<file path="config.mk">
export PLATFORM = sky130hd
export DESIGN_NAME = rtp_packet_parser
export DESIGN_NICKNAME = d
export VERILOG_FILES = /design/src/hdl/rtp_pkt_pkg.sv /design/src/hdl/rtp_pkt_core.sv /design/src/hdl/rtp_pkt_outq.sv /design/src/hdl/rtp_packet_parser.sv
export SDC_FILE = /design/constraint.sdc
export NUM_CORES = 2
export LEC_CHECK = 0
export BUFFER_PORTS_ARGS = -buffer_cell sky130_fd_sc_hd__buf_2
export CAP_MARGIN = 0
export CORE_MARGIN = 10
export CORE_UTILIZATION = 60
export CTS_CLUSTER_SIZE = 14
export DETAILED_ROUTE_END_ITERATION = 8
export GPL_ROUTABILITY_DRIVEN = 0
export GPL_TIMING_DRIVEN = 0
export MAX_ROUTING_LAYER = met4
export PLACE_DENSITY = 0.76
export SYNTH_ARGS = -nofsm -noshare
export SYNTH_HDL_FRONTEND = slang
export SYNTH_HIERARCHICAL = 1
export SYNTH_SLANG_ARGS = --single-unit
</file>
<file path="constraint.sdc">
create_clock -name clk -period 15.79 [get_ports clk]
set_input_delay 3.158 -clock clk [delete_from_list [all_inputs] [get_ports clk]]
set_output_delay 3.158 -clock clk [all_outputs]
set_load 0.01 [all_outputs]
</file>
<file path="src/hdl/rtp_pkt_pkg.sv">
// Shared types and constants for the RTP packet parser.
package rtp_pkt_pkg;

	typedef enum logic [2:0] {
		KIND_HEADER  = 3'd0,
		KIND_CSRC    = 3'd1,
		KIND_EXT     = 3'd2,
		KIND_PAYLOAD = 3'd3,
		KIND_END     = 3'd4
	} kind_t;

	localparam logic [1:0] ST_OK        = 2'd0;
	localparam logic [1:0] ST_TRUNCATED = 2'd1;
	localparam logic [1:0] ST_OVERRUN   = 2'd2;
	localparam logic [1:0] ST_BAD_PAD   = 2'd3;

	localparam logic [15:0] PROFILE_ONE = 16'hBEDE;
	localparam logic [15:0] PROFILE_TWO = 16'h1000;

	localparam logic [3:0] ID_RESERVED = 4'hF;

	localparam int QUEUE_DEPTH = 4;
	localparam int QUEUE_AW    = $clog2(QUEUE_DEPTH);

	typedef struct packed {
		kind_t       kind;
		logic [1:0]  version;
		logic [2:0]  flags;
		logic [6:0]  ptype;
		logic [15:0] seq_num;
		logic [31:0] timestamp;
		logic [31:0] source_id;
		logic [7:0]  element_id;
		logic [31:0] data_value;
		logic [7:0]  pad_bytes;
		logic [1:0]  status;
		logic        packet_done;
	} res_t;

endpackage

</file>
<file path="src/hdl/rtp_pkt_core.sv">
// Byte-serial RTP header parser: packet state and the results of one byte.
module rtp_pkt_core #(
	parameter int POSITION_BITS = 18
) (
	input  logic               clk,
	input  logic               arst_n,
	input  logic               take,
	input  logic [7:0]         data_byte,
	input  logic               last_byte,
	output rtp_pkt_pkg::res_t  res0,
	output rtp_pkt_pkg::res_t  res1,
	output logic [1:0]         res_count
);
	import rtp_pkt_pkg::*;

	localparam int PB = POSITION_BITS;
	localparam int SW = ((PB > 18) ? PB : 18) + 1;
	localparam logic [PB-1:0] POS_MAX = '1;

	typedef enum logic [3:0] {
		PH_FIXED     = 4'd0,
		PH_CSRC      = 4'd1,
		PH_EXTHDR    = 4'd2,
		PH_ONE_HDR   = 4'd3,
		PH_TWO_ID    = 4'd4,
		PH_TWO_LEN   = 4'd5,
		PH_ELEM_DATA = 4'd6,
		PH_SKIP      = 4'd7,
		PH_OPAQUE    = 4'd8,
		PH_PAYLOAD   = 4'd9
	} phase_t;

	phase_t      phase_q, phase_n;
	logic [PB-1:0] pos_q, npos, end_q, end_n, pcount_q, pcount_n, rel_c, rel_e;
	logic [3:0]  csrc_q, csrc_n;
	logic [2:0]  flags_q, flags_n;
	logic [31:0] acc_q, acc_n, time_q, time_n, src_q, src_n;
	logic [15:0] seq_q, seq_n, prof_q, prof_n;
	logic [7:0]  eid_q, eid_n;
	logic [8:0]  left_q, left_n;
	logic [1:0]  ver_q, ver_n;
	logic [6:0]  pt_q, pt_n;
	logic        ovr_q, ovr_n;
	logic        hdr_check, have_main;
	logic [4:0]  word_idx;
	logic [SW-1:0] ext_sum;
	phase_t      elem_hdr_ph;
	res_t        rm, re;

	always_comb begin
		phase_n   = phase_q;
		csrc_n    = csrc_q;
		flags_n   = flags_q;
		time_n    = time_q;
		src_n     = src_q;
		seq_n     = seq_q;
		prof_n    = prof_q;
		end_n     = end_q;
		eid_n     = eid_q;
		left_n    = left_q;
		ver_n     = ver_q;
		pt_n      = pt_q;
		ovr_n     = ovr_q;
		pcount_n  = pcount_q;
		hdr_check = 1'b0;
		have_main = 1'b0;
		rm        = '0;
		re        = '0;

		acc_n = {acc_q[23:0], data_byte};
		npos  = (pos_q != POS_MAX) ? pos_q + PB'(1) : pos_q;
		rel_c = pos_q - PB'(12);
		rel_e = pos_q - PB'(12) - PB'({csrc_q, 2'b00});
		word_idx = {1'b0, rel_c[5:2]} + 5'd1;
		ext_sum  = SW'(npos) + SW'({acc_n[15:0], 2'b00});
		elem_hdr_ph = (prof_q == PROFILE_ONE) ? PH_ONE_HDR : PH_TWO_ID;

		rm.version   = ver_q;
		rm.flags     = flags_q;
		rm.ptype     = pt_q;
		rm.seq_num   = seq_q;
		rm.timestamp = time_q;
		rm.source_id = src_q;

		case (phase_q)
			PH_FIXED: begin
				if (pos_q == '0) begin
					ver_n   = data_byte[7:6];
					flags_n = {data_byte[5], data_byte[4], flags_q[0]};
					csrc_n  = data_byte[3:0];
				end else if (pos_q == PB'(1)) begin
					flags_n = {flags_q[2:1], data_byte[7]};
					pt_n    = data_byte[6:0];
				end else if (pos_q == PB'(3)) begin
					seq_n = acc_n[15:0];
				end else if (pos_q == PB'(7)) begin
					time_n = acc_n;
				end else if (pos_q >= PB'(11)) begin
					src_n = acc_n;
					rm.source_id = acc_n;
					if (!flags_q[1]) begin
						have_main = 1'b1;
						rm.kind   = KIND_HEADER;
						phase_n   = (csrc_q != 4'd0) ? PH_CSRC : PH_PAYLOAD;
					end else begin
						phase_n = (csrc_q != 4'd0) ? PH_CSRC : PH_EXTHDR;
					end
				end
			end
			PH_CSRC: begin
				if (pos_q[1:0] == 2'b11) begin
					have_main = 1'b1;
					rm = '0;
					rm.kind = KIND_CSRC;
					rm.data_value = acc_n;
					if (word_idx >= {1'b0, csrc_q}) begin
						phase_n = flags_q[1] ? PH_EXTHDR : PH_PAYLOAD;
					end
				end
			end
			PH_EXTHDR: begin
				if (rel_e == PB'(1)) begin
					prof_n = acc_n[15:0];
					have_main = 1'b1;
					rm.kind = KIND_HEADER;
					rm.data_value = {16'd0, acc_n[15:0]};
				end else if (rel_e >= PB'(3)) begin
					end_n = (ext_sum > SW'(POS_MAX)) ? POS_MAX : ext_sum[PB-1:0];
					if (prof_q == PROFILE_ONE || prof_q == PROFILE_TWO) begin
						phase_n = elem_hdr_ph;
					end else begin
						phase_n = PH_OPAQUE;
					end
					hdr_check = 1'b1;
				end
			end
			PH_ONE_HDR: begin
				if (data_byte != 8'd0) begin
					eid_n  = {4'd0, data_byte[7:4]};
					left_n = {5'd0, data_byte[3:0]} + 9'd1;
					phase_n = (data_byte[7:4] == ID_RESERVED) ? PH_SKIP : PH_ELEM_DATA;
				end
				hdr_check = (phase_n != PH_ELEM_DATA);
			end
			PH_TWO_ID: begin
				if (data_byte != 8'd0) begin
					eid_n   = data_byte;
					phase_n = PH_TWO_LEN;
				end else begin
					hdr_check = 1'b1;
				end
			end
			PH_TWO_LEN: begin
				if (pos_q >= end_q) begin
					ovr_n = 1'b1;
				end
				left_n = {1'b0, data_byte};
				if (data_byte == 8'd0) begin
					phase_n   = PH_TWO_ID;
					hdr_check = 1'b1;
				end else begin
					phase_n = PH_ELEM_DATA;
				end
			end
			PH_ELEM_DATA: begin
				if (pos_q >= end_q) begin
					ovr_n = 1'b1;
				end
				have_main = 1'b1;
				rm = '0;
				rm.kind = KIND_EXT;
				rm.element_id = eid_q;
				rm.data_value = {24'd0, data_byte};
				left_n = left_q - 9'd1;
				if (left_n == 9'd0) begin
					phase_n   = elem_hdr_ph;
					hdr_check = 1'b1;
				end
			end
			PH_SKIP: begin
				hdr_check = 1'b1;
			end
			PH_OPAQUE: begin
				have_main = 1'b1;
				rm = '0;
				rm.kind = KIND_EXT;
				rm.data_value = {24'd0, data_byte};
				hdr_check = 1'b1;
			end
			default: begin
				phase_n = PH_PAYLOAD;
				have_main = 1'b1;
				rm = '0;
				rm.kind = KIND_PAYLOAD;
				rm.data_value = {24'd0, data_byte};
				if (pcount_q != POS_MAX) begin
					pcount_n = pcount_q + PB'(1);
				end
			end
		endcase

		if (hdr_check && npos >= end_n) begin
			phase_n = PH_PAYLOAD;
		end

		re.kind = KIND_END;
		re.packet_done = 1'b1;
		if (phase_n != PH_PAYLOAD) begin
			re.status = ST_TRUNCATED;
		end else if (ovr_n) begin
			re.status = ST_OVERRUN;
		end else if (flags_n[2]) begin
			if (pcount_n == '0 || PB'(data_byte) > pcount_n) begin
				re.status = ST_BAD_PAD;
			end else begin
				re.pad_bytes = data_byte;
			end
		end

		res0 = have_main ? rm : re;
		res1 = re;
		res_count = {1'b0, have_main} + {1'b0, last_byte};
	end

	always_ff @(posedge clk or negedge arst_n) begin
		if (!arst_n) begin
			phase_q  <= PH_FIXED;
			pos_q    <= '0;
			csrc_q   <= '0;
			flags_q  <= '0;
			acc_q    <= '0;
			seq_q    <= '0;
			time_q   <= '0;
			src_q    <= '0;
			prof_q   <= '0;
			end_q    <= '0;
			eid_q    <= '0;
			left_q   <= '0;
			pcount_q <= '0;
			ver_q    <= '0;
			pt_q     <= '0;
			ovr_q    <= 1'b0;
		end else if (take) begin
			if (last_byte) begin
				phase_q  <= PH_FIXED;
				pos_q    <= '0;
				csrc_q   <= '0;
				flags_q  <= '0;
				acc_q    <= '0;
				seq_q    <= '0;
				time_q   <= '0;
				src_q    <= '0;
				prof_q   <= '0;
				end_q    <= '0;
				eid_q    <= '0;
				left_q   <= '0;
				pcount_q <= '0;
				ver_q    <= '0;
				pt_q     <= '0;
				ovr_q    <= 1'b0;
			end else begin
				phase_q  <= phase_n;
				pos_q    <= npos;
				csrc_q   <= csrc_n;
				flags_q  <= flags_n;
				acc_q    <= acc_n;
				seq_q    <= seq_n;
				time_q   <= time_n;
				src_q    <= src_n;
				prof_q   <= prof_n;
				end_q    <= end_n;
				eid_q    <= eid_n;
				left_q   <= left_n;
				pcount_q <= pcount_n;
				ver_q    <= ver_n;
				pt_q     <= pt_n;
				ovr_q    <= ovr_n;
			end
		end
	end

endmodule

</file>
<file path="src/hdl/rtp_pkt_outq.sv">
// Result queue: takes up to two results a cycle and hands them out one per transfer.
module rtp_pkt_outq (
	input  logic              clk,
	input  logic              arst_n,
	input  logic [1:0]        push_count,
	input  rtp_pkt_pkg::res_t push0,
	input  rtp_pkt_pkg::res_t push1,
	output logic              space,
	output logic              out_valid,
	input  logic              out_ready,
	output rtp_pkt_pkg::res_t out_res
);
	import rtp_pkt_pkg::*;

	res_t                entry_q [QUEUE_DEPTH];
	logic [QUEUE_AW-1:0] wr_q, rd_q, wr_next;
	logic [QUEUE_AW:0]   cnt_q;
	logic                pop;

	assign wr_next   = wr_q + QUEUE_AW'(1);
	assign out_valid = (cnt_q != '0);
	assign out_res   = entry_q[rd_q];
	assign pop       = out_valid && out_ready;
	assign space     = (cnt_q <= (QUEUE_AW + 1)'(QUEUE_DEPTH - 2));

	always_ff @(posedge clk) begin
		if (push_count != 2'd0) begin
			entry_q[wr_q] <= push0;
		end
		if (push_count == 2'd2) begin
			entry_q[wr_next] <= push1;
		end
	end

	always_ff @(posedge clk or negedge arst_n) begin
		if (!arst_n) begin
			wr_q  <= '0;
			rd_q  <= '0;
			cnt_q <= '0;
		end else begin
			wr_q  <= wr_q + QUEUE_AW'(push_count);
			cnt_q <= cnt_q + (QUEUE_AW + 1)'(push_count) - (QUEUE_AW + 1)'(pop);
			if (pop) begin
				rd_q <= rd_q + QUEUE_AW'(1);
			end
		end
	end

endmodule

</file>
<file path="src/hdl/rtp_packet_parser.sv">
// Top level of the RTP packet parser: byte input stream, result output stream.
//
//   channel   dir  tdata                       tuser   tlast
//   s_axis    in   data_byte                   -       last_byte
//   m_axis    out  header, csrc, ext, payload  kind    packet_done
//
// One byte is taken per cycle while the result queue has room; its results are registered there and leave in order.
// The last byte of a packet adds the end status after any result of its own.
// A four-entry result queue lets input continue while the output is stalled;
// input stalls when fewer than two entries are free.
// Reset clears the packet state and empties the queue.
module rtp_packet_parser #(
	parameter int POSITION_BITS = 18
) (
	input  logic         clk,
	input  logic         arst_n,
	input  logic         s_axis_tvalid,
	output logic         s_axis_tready,
	input  logic [7:0]   s_axis_tdata,  // [7:0] data_byte
	input  logic         s_axis_tlast,
	output logic         m_axis_tvalid,
	input  logic         m_axis_tready,
	// [1:0] version, [4:2] flags, [11:5] ptype, [27:12] seq_num,
	// [59:28] timestamp, [91:60] source_id, [99:92] element_id,
	// [131:100] data_value, [139:132] pad_bytes, [141:140] status, rest zero
	output logic [143:0] m_axis_tdata,
	output logic [2:0]   m_axis_tuser,  // [2:0] kind
	output logic         m_axis_tlast
);
	import rtp_pkt_pkg::*;

	logic       take;
	logic [1:0] res_count;
	res_t       res0, res1, out_res;

	assign take = s_axis_tvalid && s_axis_tready;

	rtp_pkt_core #(
		.POSITION_BITS(POSITION_BITS)
	) u_core (
		.clk       (clk),
		.arst_n    (arst_n),
		.take      (take),
		.data_byte (s_axis_tdata),
		.last_byte (s_axis_tlast),
		.res0      (res0),
		.res1      (res1),
		.res_count (res_count)
	);

	rtp_pkt_outq u_outq (
		.clk        (clk),
		.arst_n     (arst_n),
		.push_count (take ? res_count : 2'd0),
		.push0      (res0),
		.push1      (res1),
		.space      (s_axis_tready),
		.out_valid  (m_axis_tvalid),
		.out_ready  (m_axis_tready),
		.out_res    (out_res)
	);

	assign m_axis_tdata = {2'b00, out_res.status, out_res.pad_bytes, out_res.data_value,
		out_res.element_id, out_res.source_id, out_res.timestamp,
		out_res.seq_num, out_res.ptype, out_res.flags, out_res.version};
	assign m_axis_tuser = out_res.kind;
	assign m_axis_tlast = out_res.packet_done;

	a_full_not_empty: assert property (@(posedge clk) disable iff (!arst_n)
		!s_axis_tready |-> m_axis_tvalid)
		else $error("input stalled with an empty result queue");

	a_done_is_end: assert property (@(posedge clk) disable iff (!arst_n)
		m_axis_tvalid && m_axis_tlast |-> m_axis_tuser == 3'(KIND_END))
		else $error("packet end flagged on a result that is not an end status");

	a_last_gives_result: assert property (@(posedge clk) disable iff (!arst_n)
		take && s_axis_tlast |=> m_axis_tvalid)
		else $error("no result pending after the last byte of a packet");

endmodule

</file>
==> impl_metrics.toml <==
[status]
outcome = "completed"

[power_and_ir_drop]
p_per_area_nw_per_um2 = 150
peakVddDrop_uv = 93.4
p_leak_nw = 20.2

[clocking]
clockBufferDepth = 3
clk_latency_ns = 0.64
cts_setup_buffers = 0
htree_levels = 3
cts.sinks = 803
cts-resized-gates = 0
cts_buffers = 86
hold_buffers = 0
cts_tree = "built"
cts_root_buffer = "clkbuf_16"
clkTransAtPathRegs_ns = 0.05

[run]
drv_cap = 0

[drt]
vias_per_cell = 6.33
drc = 0
wl_met3_um = 10200
ant_nets = 0
wl_per_cell_um = 26.0
wl_met2_um = 60000
drt_iter0_markers = 3131
routed.top_layer = "met4"
wl_um = 121000
vias = 29500
drt-met1-wl_um = 44900
dr.pass1.iters = 7

[final_layout]
final_layout_size_suffix_gt1_frac = 0.319
area_delta_synth_final_pct = 13.5
fillers = 4876
finalNetCount = 3715
fin_area_um2 = 50500

[worst_setup_path]
critical_path_required_ns = 16.16
cp_max_fo = 10
cp_common_cell = "buf_2"
reg2reg_slack_ns = 7.34
endpoint_kind = "flip-flop"
critPathMaxStageDelay_ns = 0.64
crit_arrival_ns = 8.93
worstSetupStartpointType = "input port"
reg2reg_depth = 32
path_cells = "buf_2, ha_1, fa_1, a211o_1, o211ai_1, a21oi_1, o21ai_0, o31ai_1, a211o_1, buf_6, buf_2, o22ai_1, ha_1, o211ai_1, a31oi_1, a2111oi_0, o211a_1, o21ai_0, a32oi_1, a211oi_2, buf_2, and3_1, mux2_1"
cp_slowest_cell = "a32oi_1"
path_class = "in2reg"

[yosys]
ys.flop_type = "edfxtp_1"
syn_inst = 3202
netlist_area_um2 = 44500
ys_ff_latch = 803
ys_top_cells_by_area = "edfxtp_1 39%, dfrtp_1 12%, mux2_4 7.7%, mux4_2 7.4%, mux2_2 5.6%"
yosysMostFrequentCell = "edfxtp_1"
yosysTopAreaCellShare = 0.394
yosysWarnings = 6
seq_area_frac_synth = 0.517
syn_avg_cell_area_um2 = 13.9
synth_commonest_cells = "584 x edfxtp_1, 229 x mux2_4, 220 x mux2_2, 219 x dfrtp_1, 197 x nand2_1"
async_flop_share = 0.273
synth_area_leader_cell = "edfxtp_1"
synth-edff-count = 584
yosys.cell_types.count = 86

[floorplanning]
die-width_um = 292
num_io_pins = 163
dieHeight_um = 292
num_rows = 99
placeableCoreArea_um2 = 73200
die_area_um2 = 85400
floorplan.initialDensity = 0.608

[timing]
layout_worst_path_cycle_share = 0.542
finalSetupViolations = 0
finalClockSkew_ns = 0.0183
finalSetupTns_ns = 0
layout_min_cycle_time_ns = 8.56
slew_viol_final = 0
worst_slew_pin_slew_ns = 1.27
setup_ws_ns = 7.23
relSlewSlack = 0.145
max_clock_freq_ghz = 0.117
finalHoldViolCount = 0
rsz0062_at_grt = "false"

[placed_design]
dp_slack_ns = 6.67
numPortBuffers = 160
postPlaceCellArea_um2 = 47600
dp_hpwl_um = 84800

[global_routing]
grt-ovfl-total = 0
grt_first_pass_wirelength_um = 184000
antenna_found_initial = 7
grt_pass1_vias = 30600
grtUsageTotal = 0.288
grt_max_degree = 130

[worst_hold_path]
hold_path.class = "reg2reg"
hold_depth = 2
[worst paths after layout]
check                                                 endpoint                     startpoint
min in group asynchronous            u_outq/cnt_q[1]$_DFF_PN0_                         arst_n
worst min register to register   u_core/time_q[16]$_DFFE_PN0P_  u_core/time_q[16]$_DFFE_PN0P_
worst max register to register  u_outq/entry_q[1][9]$_DFFE_PP_    u_core/pos_q[3]$_DFFE_PN0P_
max in group asynchronous        u_core/time_q[19]$_DFFE_PN0P_                         arst_n
worst max-delay path            u_outq/entry_q[1][9]$_DFFE_PP_                s_axis_tdata[0]
worst min-delay path             u_core/time_q[16]$_DFFE_PN0P_  u_core/time_q[16]$_DFFE_PN0P_
[registers in the layout, summed over array words and instances (netlist names), 16 cells and up]
signal           flops
u_outq/entry_q     584
u_core/acc_q        24
u_core/pcount_q     18
u_core/seq_q        16
u_core/src_q        32
u_core/pos_q        18
u_core/end_q        18
u_core/prof_q       16
u_core/time_q       32
[cell families (layout without fill, tap and decap cells)]
family,Yosys count,after routing,share of synthesized area
AOI/OAI and AO/OA,480,480,0.0737
adders and majority gates,90,90,0.0257
DFF,803,803,0.517
xor gates and xnor gates,60,60,0.0121
muxes,749,749,0.245
buffers and inverters,427,774,0.0579
other,3,147,0.000253
and+or+nand+nor,590,590,0.0674
[power by group]
part | leakage (nW) | internal, mW | switching (mW)
clock | 1.38 | 1.18 | 0.823
sequential | 8.46 | 2.69 | 0.198
combinational | 10.3 | 1.10 | 1.56
[layout by cell type, fill, tap and decap left out, drive strengths merged, types with 8 or more instances in the layout]
cell type,synthesis,layout
mux2,589,589
edfxtp,584,584
buf,259,446
dfrtp,219,219
clkbuf,93,212
nand2,197,197
o21ai,152,152
mux4,146,146
conb,3,138
nor2,91,91
ha,88,88
nor2b,78,78
inv,75,78
a21oi,69,69
and2,41,41
a22o,39,39
o31ai,38,38
xnor2,35,35
a22oi,35,35
and3,33,33
clkinv,0,32
nand3,29,29
nor3,28,28
xor2,24,24
nand4,23,23
o22ai,20,20
o221a,18,18
nor4,17,17
nand2b,14,14
mux2i,14,14
a31oi,14,14
and4,11,11
a21o,11,11
diode,0,9
or3,8,8
o2bb2ai,8,8
[routing by layer]
| layer | global-route usage | vias to the layer above |
|---|---|---|
| met5 | - | - |
| met4 | 0.134 | 0 |
| met3 | 0.0495 | 319 |
| met2 | 0.477 | 1485 |
| met1 | 0.342 | 14900 |
| li1 | - | 12800 |
[area by class of cell]
type	count	area, µm²	area share
flip-flops and latches	803	23000	0.456
multi-input cells	2107	19400	0.385
clock buffers	119	2450	0.0485
plain buffers	352	2300	0.0455
repair buffers	187	1420	0.0281
well taps	959	1200	0.0238
clock inverters	41	373	0.00738
inverters	75	282	0.00558
diodes	9	22.5	0.000446
[critical path: cells and delay by family]
family                   cells  cell delay (ns)
AND/OR/NAND/NOR              1             0.22
buffers and inverters        4             0.73
multiplexers                 1             0.30
adder cells (fa/ha/maj)      3             0.92
AO/OA/AOI/OAI               14             3.57
[stage by stage]
stage | power (mW) | utilization | hold WS (ns) | cells
after floorplan | 4.59 | - | 0.440 | 3337
after global placement | 5.58 | 0.642 | 0.459 | 4456
after detailed placement | 5.56 | 0.651 | 0.463 | 4483
after CTS | 7.57 | 0.689 | 0.477 | 4643
after global routing | 7.86 | 0.690 | 0.492 | 4648
final | 7.55 | 0.690 | 0.479 | 4652
Note: power is estimated with default switching activity, not from simulation.
